`config.mk`:
```
export PLATFORM = sky130hd
export DESIGN_NAME = typed_record_stream_parser_core
export DESIGN_NICKNAME = d
export VERILOG_FILES = /design/src/sv/rsp_pkg.sv /design/src/sv/rsp_apb_regs.sv /design/src/sv/rsp_parser.sv /design/src/sv/rsp_result_reg.sv /design/src/sv/typed_record_stream_parser_core.sv
export SDC_FILE = /design/constraint.sdc
export NUM_CORES = 1
export LEC_CHECK = 0
export BUFFER_PORTS_ARGS = -buffer_cell sky130_fd_sc_hd__buf_2
export CORE_UTILIZATION = 55
export CTS_BUF_LIST = sky130_fd_sc_hd__clkbuf_2 sky130_fd_sc_hd__clkbuf_4 sky130_fd_sc_hd__clkbuf_8
export CTS_CLUSTER_DIAMETER = 40
export CTS_CLUSTER_SIZE = 24
export DETAILED_ROUTE_END_ITERATION = 7
export PLACE_DENSITY = 0.84
export SYNTH_ARGS = -nofsm -noshare
export SYNTH_HDL_FRONTEND = slang
export SYNTH_SLANG_ARGS = --single-unit
```
`constraint.sdc`:
```
create_clock -name clk -period 6.7 [get_ports clk]
set_clock_uncertainty 0.1 [all_clocks]
set_input_delay 1.005 -clock clk [delete_from_list [all_inputs] [get_ports clk]]
set_output_delay 1.005 -clock clk [all_outputs]
set_load 0.005 [all_outputs]
```
`src/sv/rsp_pkg.sv`:
```
// Shared types and constants for the typed record stream parser.
package rsp_pkg;

    localparam logic [14:0] MAX_BYTES_RESET = 15'(16 * 1024);
    localparam logic [7:0]  BLOB_VERSION    = 8'd1;
    localparam logic [7:0]  TYPE_STRING     = 8'd1;
    localparam logic [7:0]  TYPE_INT        = 8'd2;
    localparam logic [7:0]  TYPE_BOOL       = 8'd3;
    localparam logic [31:0] INT_BYTES       = 32'd8;

    localparam logic [1:0] KIND_NONE   = 2'd0;
    localparam logic [1:0] KIND_STRING = 2'd1;
    localparam logic [1:0] KIND_INT    = 2'd2;
    localparam logic [1:0] KIND_BOOL   = 2'd3;

    localparam logic [3:0] ROLE_IGNORED = 4'd9;

    // Phase codes double as byte role codes.
    typedef enum logic [3:0] {
        PH_VERSION = 4'd0,
        PH_COUNT   = 4'd1,
        PH_KEYLEN  = 4'd2,
        PH_KEY     = 4'd3,
        PH_TYPE    = 4'd4,
        PH_STRLEN  = 4'd5,
        PH_STRBYTE = 4'd6,
        PH_INT     = 4'd7,
        PH_BOOL    = 4'd8,
        PH_DONE    = 4'd9
    } rsp_phase_t;

    typedef struct packed {
        logic [3:0]         byte_role;
        logic [15:0]        entry_index;
        logic               entry_done;
        logic [1:0]         value_kind;
        logic signed [63:0] int_value;
        logic               bool_value;
        logic               error_seen;
        logic               blob_accepted;
        logic               blob_end;
    } rsp_result_t;

endpackage

```
`src/sv/rsp_apb_regs.sv`:
```
// APB register block holding the maximum blob length.
module rsp_apb_regs (
    input  logic        clk,
    input  logic        rst_n,
    input  logic        psel,
    input  logic        penable,
    input  logic        pwrite,
    input  logic [2:0]  paddr,
    input  logic [31:0] pwdata,
    output logic [31:0] prdata,
    output logic        pready,
    output logic [14:0] max_bytes
);
    import rsp_pkg::*;

    logic [14:0] max_bytes_reg;
    logic        hit;

    assign hit    = (paddr[2] == 1'b0);
    assign pready = 1'b1;
    assign prdata = hit ? {17'd0, max_bytes_reg} : 32'd0;
    assign max_bytes = max_bytes_reg;

    always_ff @(posedge clk or negedge rst_n)
    begin
        if (!rst_n)
        begin
            max_bytes_reg <= MAX_BYTES_RESET;
        end
        else if (psel && penable && pwrite && pready && hit)
        begin
            max_bytes_reg <= pwdata[14:0];
        end
    end

endmodule

```
`src/sv/rsp_parser.sv`:
```
// Parse state registers and the combinational step logic for one blob byte.
module rsp_parser (
    input  logic                 clk,
    input  logic                 rst_n,
    input  logic                 fire,
    input  logic [7:0]           data_byte,
    input  logic                 last_byte,
    input  logic [14:0]          max_bytes,
    output rsp_pkg::rsp_result_t result
);
    import rsp_pkg::*;

    rsp_phase_t  phase_reg, phase_next, step_phase;
    logic [31:0] fbl_reg, fbl_next;
    logic [15:0] entries_reg, entries_next;
    logic [15:0] number_reg, number_next;
    logic [15:0] seen_reg, seen_next;
    logic [63:0] shift_reg, shift_next;
    logic        failed_reg, failed_next, step_failed;

    logic [15:0] seen_inc;
    logic        fail_pre;
    logic [63:0] shift_in;
    logic [31:0] fbl_dec;
    logic        fbl_zero;
    logic [15:0] ent_dec;

    assign seen_inc = (seen_reg != 16'hFFFF) ? seen_reg + 16'd1 : seen_reg;
    assign fail_pre = failed_reg || (seen_inc > {1'b0, max_bytes});
    assign shift_in = {shift_reg[55:0], data_byte};
    assign fbl_dec  = fbl_reg - 32'd1;
    assign fbl_zero = (fbl_dec == 32'd0);
    assign ent_dec  = entries_reg - 16'd1;

    always_ff @(posedge clk or negedge rst_n)
    begin
        if (!rst_n)
        begin
            phase_reg   <= PH_VERSION;
            fbl_reg     <= 32'd0;
            entries_reg <= 16'd0;
            number_reg  <= 16'd0;
            seen_reg    <= 16'd0;
            shift_reg   <= 64'd0;
            failed_reg  <= 1'b0;
        end
        else
        begin
            phase_reg   <= phase_next;
            fbl_reg     <= fbl_next;
            entries_reg <= entries_next;
            number_reg  <= number_next;
            seen_reg    <= seen_next;
            shift_reg   <= shift_next;
            failed_reg  <= failed_next;
        end
    end

    // Next state.
    always_comb
    begin
        phase_next   = phase_reg;
        fbl_next     = fbl_reg;
        entries_next = entries_reg;
        number_next  = number_reg;
        seen_next    = seen_reg;
        shift_next   = shift_reg;
        failed_next  = failed_reg;
        step_phase   = phase_reg;
        step_failed  = failed_reg;
        if (fire)
        begin
            seen_next   = seen_inc;
            failed_next = fail_pre;
            if (!fail_pre)
            begin
                case (phase_reg)
                    PH_VERSION:
                    begin
                        if (data_byte != BLOB_VERSION)
                        begin
                            failed_next = 1'b1;
                        end
                        else
                        begin
                            phase_next = PH_COUNT;
                            fbl_next   = 32'd2;
                            shift_next = 64'd0;
                        end
                    end
                    PH_COUNT:
                    begin
                        shift_next = shift_in;
                        fbl_next   = fbl_dec;
                        if (fbl_zero)
                        begin
                            entries_next = shift_in[15:0];
                            if (shift_in[15:0] == 16'd0)
                            begin
                                phase_next = PH_DONE;
                            end
                            else
                            begin
                                phase_next = PH_KEYLEN;
                                fbl_next   = 32'd2;
                                shift_next = 64'd0;
                            end
                        end
                    end
                    PH_KEYLEN:
                    begin
                        shift_next = shift_in;
                        fbl_next   = fbl_dec;
                        if (fbl_zero)
                        begin
                            phase_next = (shift_in[15:0] == 16'd0) ? PH_TYPE : PH_KEY;
                            fbl_next   = {16'd0, shift_in[15:0]};
                            shift_next = 64'd0;
                        end
                    end
                    PH_KEY:
                    begin
                        fbl_next = fbl_dec;
                        if (fbl_zero)
                        begin
                            phase_next = PH_TYPE;
                        end
                    end
                    PH_TYPE:
                    begin
                        shift_next = 64'd0;
                        if (data_byte == TYPE_STRING)
                        begin
                            phase_next = PH_STRLEN;
                            fbl_next   = 32'd4;
                        end
                        else if (data_byte == TYPE_INT)
                        begin
                            phase_next = PH_INT;
                            fbl_next   = INT_BYTES;
                        end
                        else if (data_byte == TYPE_BOOL)
                        begin
                            phase_next = PH_BOOL;
                            fbl_next   = 32'd1;
                        end
                        else
                        begin
                            shift_next  = shift_reg;
                            failed_next = 1'b1;
                        end
                    end
                    PH_STRLEN, PH_STRBYTE, PH_INT, PH_BOOL:
                    begin
                        if (phase_reg != PH_BOOL)
                        begin
                            fbl_next = fbl_dec;
                        end
                        if (phase_reg == PH_STRLEN || phase_reg == PH_INT)
                        begin
                            shift_next = shift_in;
                        end
                        if (phase_reg == PH_BOOL && data_byte > 8'd1)
                        begin
                            failed_next = 1'b1;
                        end
                        else if (phase_reg == PH_STRLEN && fbl_zero
                                 && shift_in[31:0] != 32'd0)
                        begin
                            phase_next = PH_STRBYTE;
                            fbl_next   = shift_in[31:0];
                            shift_next = 64'd0;
                        end
                        else if (phase_reg == PH_BOOL || fbl_zero)
                        begin
                            // The entry completes on this beat.
                            entries_next = ent_dec;
                            number_next  = number_reg + 16'd1;
                            if (ent_dec == 16'd0)
                            begin
                                phase_next = PH_DONE;
                            end
                            else
                            begin
                                phase_next = PH_KEYLEN;
                                fbl_next   = 32'd2;
                                shift_next = 64'd0;
                            end
                        end
                    end
                    default:
                    begin
                        failed_next = 1'b1;
                    end
                endcase
            end
            step_phase  = phase_next;
            step_failed = failed_next;
            if (last_byte)
            begin
                phase_next   = PH_VERSION;
                fbl_next     = 32'd0;
                entries_next = 16'd0;
                number_next  = 16'd0;
                seen_next    = 16'd0;
                shift_next   = 64'd0;
                failed_next  = 1'b0;
            end
        end
    end

    // Result of the current beat.
    always_comb
    begin
        result               = '0;
        result.byte_role     = ROLE_IGNORED;
        result.entry_index   = number_reg;
        result.blob_end      = last_byte;
        if (!fail_pre)
        begin
            case (phase_reg)
                PH_VERSION, PH_COUNT, PH_KEYLEN, PH_KEY, PH_TYPE:
                begin
                    result.byte_role = phase_reg;
                end
                PH_STRLEN:
                begin
                    result.byte_role = phase_reg;
                    if (fbl_zero && shift_in[31:0] == 32'd0)
                    begin
                        result.entry_done = 1'b1;
                        result.value_kind = KIND_STRING;
                    end
                end
                PH_STRBYTE:
                begin
                    result.byte_role = phase_reg;
                    if (fbl_zero)
                    begin
                        result.entry_done = 1'b1;
                        result.value_kind = KIND_STRING;
                    end
                end
                PH_INT:
                begin
                    result.byte_role = phase_reg;
                    if (fbl_zero)
                    begin
                        result.entry_done = 1'b1;
                        result.value_kind = KIND_INT;
                        result.int_value  = shift_in;
                    end
                end
                PH_BOOL:
                begin
                    result.byte_role = phase_reg;
                    if (data_byte <= 8'd1)
                    begin
                        result.entry_done = 1'b1;
                        result.value_kind = KIND_BOOL;
                        result.bool_value = data_byte[0];
                    end
                end
                default:
                begin
                    result.byte_role = ROLE_IGNORED;
                end
            endcase
        end
        result.error_seen    = step_failed || (last_byte && step_phase != PH_DONE);
        result.blob_accepted = last_byte && !result.error_seen;
    end

    // A last beat always leaves a fresh parse behind it.
    assert property (@(posedge clk) disable iff (!rst_n)
        fire && last_byte |=> phase_reg == PH_VERSION && !failed_reg && seen_reg == 16'd0)
        else $error("parse state not cleared after the last beat");

    // An error stays set until the blob ends.
    assert property (@(posedge clk) disable iff (!rst_n)
        fire && failed_reg && !last_byte |=> failed_reg)
        else $error("error flag dropped within a blob");

    // A failed parse leaves every later byte ignored and completes nothing.
    assert property (@(posedge clk) disable iff (!rst_n)
        fire && fail_pre |-> result.byte_role == ROLE_IGNORED && !result.entry_done)
        else $error("byte after an error was not ignored");

    // A completed entry always carries a kind, and only then.
    assert property (@(posedge clk) disable iff (!rst_n)
        fire |-> result.entry_done == (result.value_kind != KIND_NONE))
        else $error("entry completion and value kind disagree");

endmodule

```
`src/sv/rsp_result_reg.sv`:
```
// Result register between the parser and the output channel.
module rsp_result_reg (
    input  logic                 clk,
    input  logic                 rst_n,
    input  logic                 in_valid,
    output logic                 in_ready,
    input  rsp_pkg::rsp_result_t in_result,
    output logic                 out_valid,
    input  logic                 out_ready,
    output rsp_pkg::rsp_result_t out_result
);
    import rsp_pkg::*;

    logic        valid_reg;
    rsp_result_t data_reg;

    assign in_ready   = !valid_reg || out_ready;
    assign out_valid  = valid_reg;
    assign out_result = data_reg;

    always_ff @(posedge clk or negedge rst_n)
    begin
        if (!rst_n)
        begin
            valid_reg <= 1'b0;
        end
        else if (in_ready)
        begin
            valid_reg <= in_valid;
        end
    end

    always_ff @(posedge clk)
    begin
        if (in_valid && in_ready)
        begin
            data_reg <= in_result;
        end
    end

endmodule

```
`src/sv/typed_record_stream_parser_core.sv`:
```
// Top level of the typed record stream parser.
// Takes one blob byte per clock cycle and returns one tagged result beat for
// every byte, in order. Each byte is parsed in the same cycle it is accepted by
// the phase, counter and shift logic of the parser, and the result lands in a
// single output register, so a result appears in the cycle after its byte and a
// new byte is accepted in every cycle that the output register is free or
// being emptied. The verdict of a blob comes with its last byte, after which
// the parse restarts; no clearing pass is needed after reset. The maximum blob
// length sits in an APB register at byte address 0.
module typed_record_stream_parser_core (
    input  logic               clk,
    input  logic               rst_n,
    input  logic               in_valid,
    output logic               in_ready,
    input  logic [7:0]         data_byte,
    input  logic               last_byte,
    output logic               out_valid,
    input  logic               out_ready,
    output logic [3:0]         byte_role,
    output logic [15:0]        entry_index,
    output logic               entry_done,
    output logic [1:0]         value_kind,
    output logic signed [63:0] int_value,
    output logic               bool_value,
    output logic               error_seen,
    output logic               blob_accepted,
    output logic               blob_end,
    input  logic               psel,
    input  logic               penable,
    input  logic               pwrite,
    input  logic [2:0]         paddr,
    input  logic [31:0]        pwdata,
    output logic [31:0]        prdata,
    output logic               pready
);
    import rsp_pkg::*;

    logic [14:0] max_bytes;
    logic        fire;
    rsp_result_t step_result;
    rsp_result_t out_result;

    assign fire = in_valid && in_ready;

    rsp_apb_regs u_regs (
        .clk       (clk),
        .rst_n     (rst_n),
        .psel      (psel),
        .penable   (penable),
        .pwrite    (pwrite),
        .paddr     (paddr),
        .pwdata    (pwdata),
        .prdata    (prdata),
        .pready    (pready),
        .max_bytes (max_bytes)
    );

    rsp_parser u_parser (
        .clk       (clk),
        .rst_n     (rst_n),
        .fire      (fire),
        .data_byte (data_byte),
        .last_byte (last_byte),
        .max_bytes (max_bytes),
        .result    (step_result)
    );

    rsp_result_reg u_out (
        .clk        (clk),
        .rst_n      (rst_n),
        .in_valid   (in_valid),
        .in_ready   (in_ready),
        .in_result  (step_result),
        .out_valid  (out_valid),
        .out_ready  (out_ready),
        .out_result (out_result)
    );

    assign byte_role     = out_result.byte_role;
    assign entry_index   = out_result.entry_index;
    assign entry_done    = out_result.entry_done;
    assign value_kind    = out_result.value_kind;
    assign int_value     = out_result.int_value;
    assign bool_value    = out_result.bool_value;
    assign error_seen    = out_result.error_seen;
    assign blob_accepted = out_result.blob_accepted;
    assign blob_end      = out_result.blob_end;

endmodule

```
==> metrics.txt <==
status finished, final reports clean; WP depth 20; first-pass GRT wire length 59840 µm; Inserted Clock Buffers 31; CP bufs+invs 0; cell internal pwr 2698 µW; reg-to-reg setup timing slack 1.06 ns; min cycle time layout 5.638 ns; Max Transition Viols Final 0; Setup-failing EPs final 0; full die area 0.02524 mm²; delay-heaviest family, CP simple AND/OR/NAND/NOR gates; relative slew slack 0.2439; share of power burned in registers 0.425; Crit Path Category register to register; worst hold path type input pin to async pin; Critical Path Fanout Max 10; # rows 57; # clock sinks 248; Initial Util 0.5582; Clk pwr share 0.316; Multi-input gate area 0.006329 mm²; most frequent cells in the layout 156 x dfrtp_1, 138 x buf_2, 112 x nor2_1; Clock Latency Late Sink 0.61 ns; vias in the first global route 10880; Hold Slack 0.3724 ns; share of the yosys chip area belonging to registers 0.4923; GRT Residual Overflow 0; antenna viol nets, final 0; Resized Gates After CTS 0; Slowest-stage cell, CP o31ai_1; largest net degree at the start of global routing 111; Area Growth Syn to Fin 11.97%; DRT Pass-1 Iters 7; Unique masters post-synth 83; CTS tree built; Fillers 1989; Cell Pwr Density 270.6 mW/mm²; nets 1546; Post-CTS Hold Buffers 0; number of synthesized register bits 248; Largest register FFs 91; combinational power share 0.259; max incr delay on CP 0.60 ns; syn avg cell area 9.886 µm²; Worst EP arrival 6.01 ns; Seq. cell area 0.006663 mm²; initial drt markers 1057; DRT Wirelength 37680 µm; drt via density 6.379; setup_tns 0 ns; maxcap violations 0; I/O pin count 177; Placeable Area 0.02425 mm²; die height 158.9 µm; Post-synth EDFFs 91; Crit. End Element register; Port Buffers 139; RSZ-0062 raised after global routing no; Post-CTS Setup Inserts 0; Reg2Reg Depth 20; Worst-Margin Slew 1.134 ns; GPL Wtd Cong 0.9357; WP data required 7.08 ns; Top FF cell, synth dfrtp_1; Clock Path Buffers 3; crit-path cells ha_1 -> nand3_1 -> nor2_1 -> and3_1 -> nor2b_1 -> nor2_1 -> and2_1 -> nand3_1 -> xnor2_1 -> ha_1 -> and3_1 -> o21ai_0 -> nand3b_1 -> o31ai_1 -> nand2_1 -> nor2_1 -> and3_1 -> o21ai_1 -> o21ai_0 -> o2bb2ai_1; Sw Ratio 0.3419; hpwl dp 25740 µm; total track usage 0.2958; DR WL/cell 20.68 µm; Die X 158.9 µm; clock-pin slew on the worst setup and hold paths 0.09 ns; Fmax 177.4 MHz; via count 11620; total net switching power 1402 µW; ant diodes 0; crit share post-route 0.8414; CTS Root Cell clkbuf_8; Post-Syn Area 0.01353 mm²; number of H-tree levels 1; Syn Inst Count 1369; commonest non-fill, non-tap cell in the layout dfrtp_1; layout cells sized above 1 0.1769; DRC 0; YS warnings 0; asr flop ratio synth 0.6331; antenna violations before repair 0; crit start category register; Max VDD drop 0.1862 mV; Final Hold Fails 0; Leak 0.006610 µW
## cell type report
| type | count | share of cell area |
|---|---|---|
| Clock inverter | 20 | 0.01651 |
| Timing Repair Buffer | 162 | 0.05771 |
| Tap cell | 324 | 0.02675 |
| Clock buffer | 37 | 0.03319 |
| Inverter | 34 | 0.008587 |
| Sequential cell | 248 | 0.4396 |
| Multi-Input combinational cell | 997 | 0.4176 |
## cell usage after synthesis, drive strengths merged (18+ instances only)
| cell | n | share of area |
|---|---|---|
| a21oi | 81 | 0.031 |
| a22o | 69 | 0.045 |
| and2 | 73 | 0.034 |
| buf | 42 | 0.020 |
| clkbuf | 64 | 0.018 |
| dfrtp | 156 | 0.29 |
| edfxtp | 91 | 0.20 |
| ha | 21 | 0.019 |
| inv | 33 | 0.0092 |
| nand2 | 89 | 0.025 |
| nand2b | 18 | 0.0083 |
| nand3 | 42 | 0.016 |
| nand4 | 29 | 0.013 |
| nor2 | 114 | 0.032 |
| nor3 | 51 | 0.020 |
| nor4 | 35 | 0.017 |
| o21ai | 74 | 0.027 |
| o2bb2ai | 24 | 0.016 |
| or3 | 19 | 0.0092 |
| or4 | 20 | 0.012 |
## stage by stage
stage	setup slack, ns	util	cell area, µm²	total power [µW]	cells
5_1_grt	0.6169	0.6250	15150	4293	1822
6_report	1.062	0.6250	15150	4101	1822
4_1_cts	1.170	0.6250	15150	4090	1822
2_1_floorplan	1.688	-	13590	2497	1385
3_3_place_gp	1.279	0.5939	14400	2786	1765
3_5_place_dp	1.169	0.5939	14400	2805	1765
## final timing paths
kind,from,to
max,u_parser.seen_reg[0]$_DFFE_PN0P_,u_parser.fbl_reg[6]$_DFFE_PN0P_
min,rst_n,u_parser.fbl_reg[30]$_DFFE_PN0P_
max reg2reg,u_parser.seen_reg[0]$_DFFE_PN0P_,u_parser.fbl_reg[6]$_DFFE_PN0P_
min reg2reg,u_parser.number_reg[15]$_DFFE_PN0P_,u_out.out_result[86]$_DFFE_PP_
max in group asynchronous,rst_n,u_parser.shift_reg[49]$_DFFE_PN0P_
min in group clk,u_parser.number_reg[15]$_DFFE_PN0P_,u_out.out_result[86]$_DFFE_PP_
## metal layers
layer	part of all wire	GRT usage	wire length [µm]
met5	0	0	0
met4	0.023	0.08086	869
met3	0.083	0.04180	3145
met2	0.47	0.4725	17640
met1	0.43	0.4229	16020
## power by group through the flow
| stage | Clock (µW) | Sequential (µW) | Combinational [µW] |
|---|---|---|---|
| after global placement | 0 | 1770 | 1020 |
| after global routing | 1370 | 1760 | 1170 |
| final | 1290 | 1740 | 1060 |
| after detailed placement | 0 | 1770 | 1030 |
| after CTS | 1310 | 1740 | 1040 |
| after floorplan | 0 | 1720 | 773 |
## logic make-up after synthesis
family                   after synthesis  synth area share
other                                  2         0.0005549
AO/OA/AOI/OAI                        351            0.1788
multiplexers                          29           0.02302
XOR/XNOR                              27           0.01747
flip-flops                           248            0.4923
buffers and inverters                140           0.04742
AND/OR/NAND/NOR                      551            0.2210
adder cells (fa/ha/maj)               21           0.01941
No activity file was read; power rests on OpenSTA's default activity.
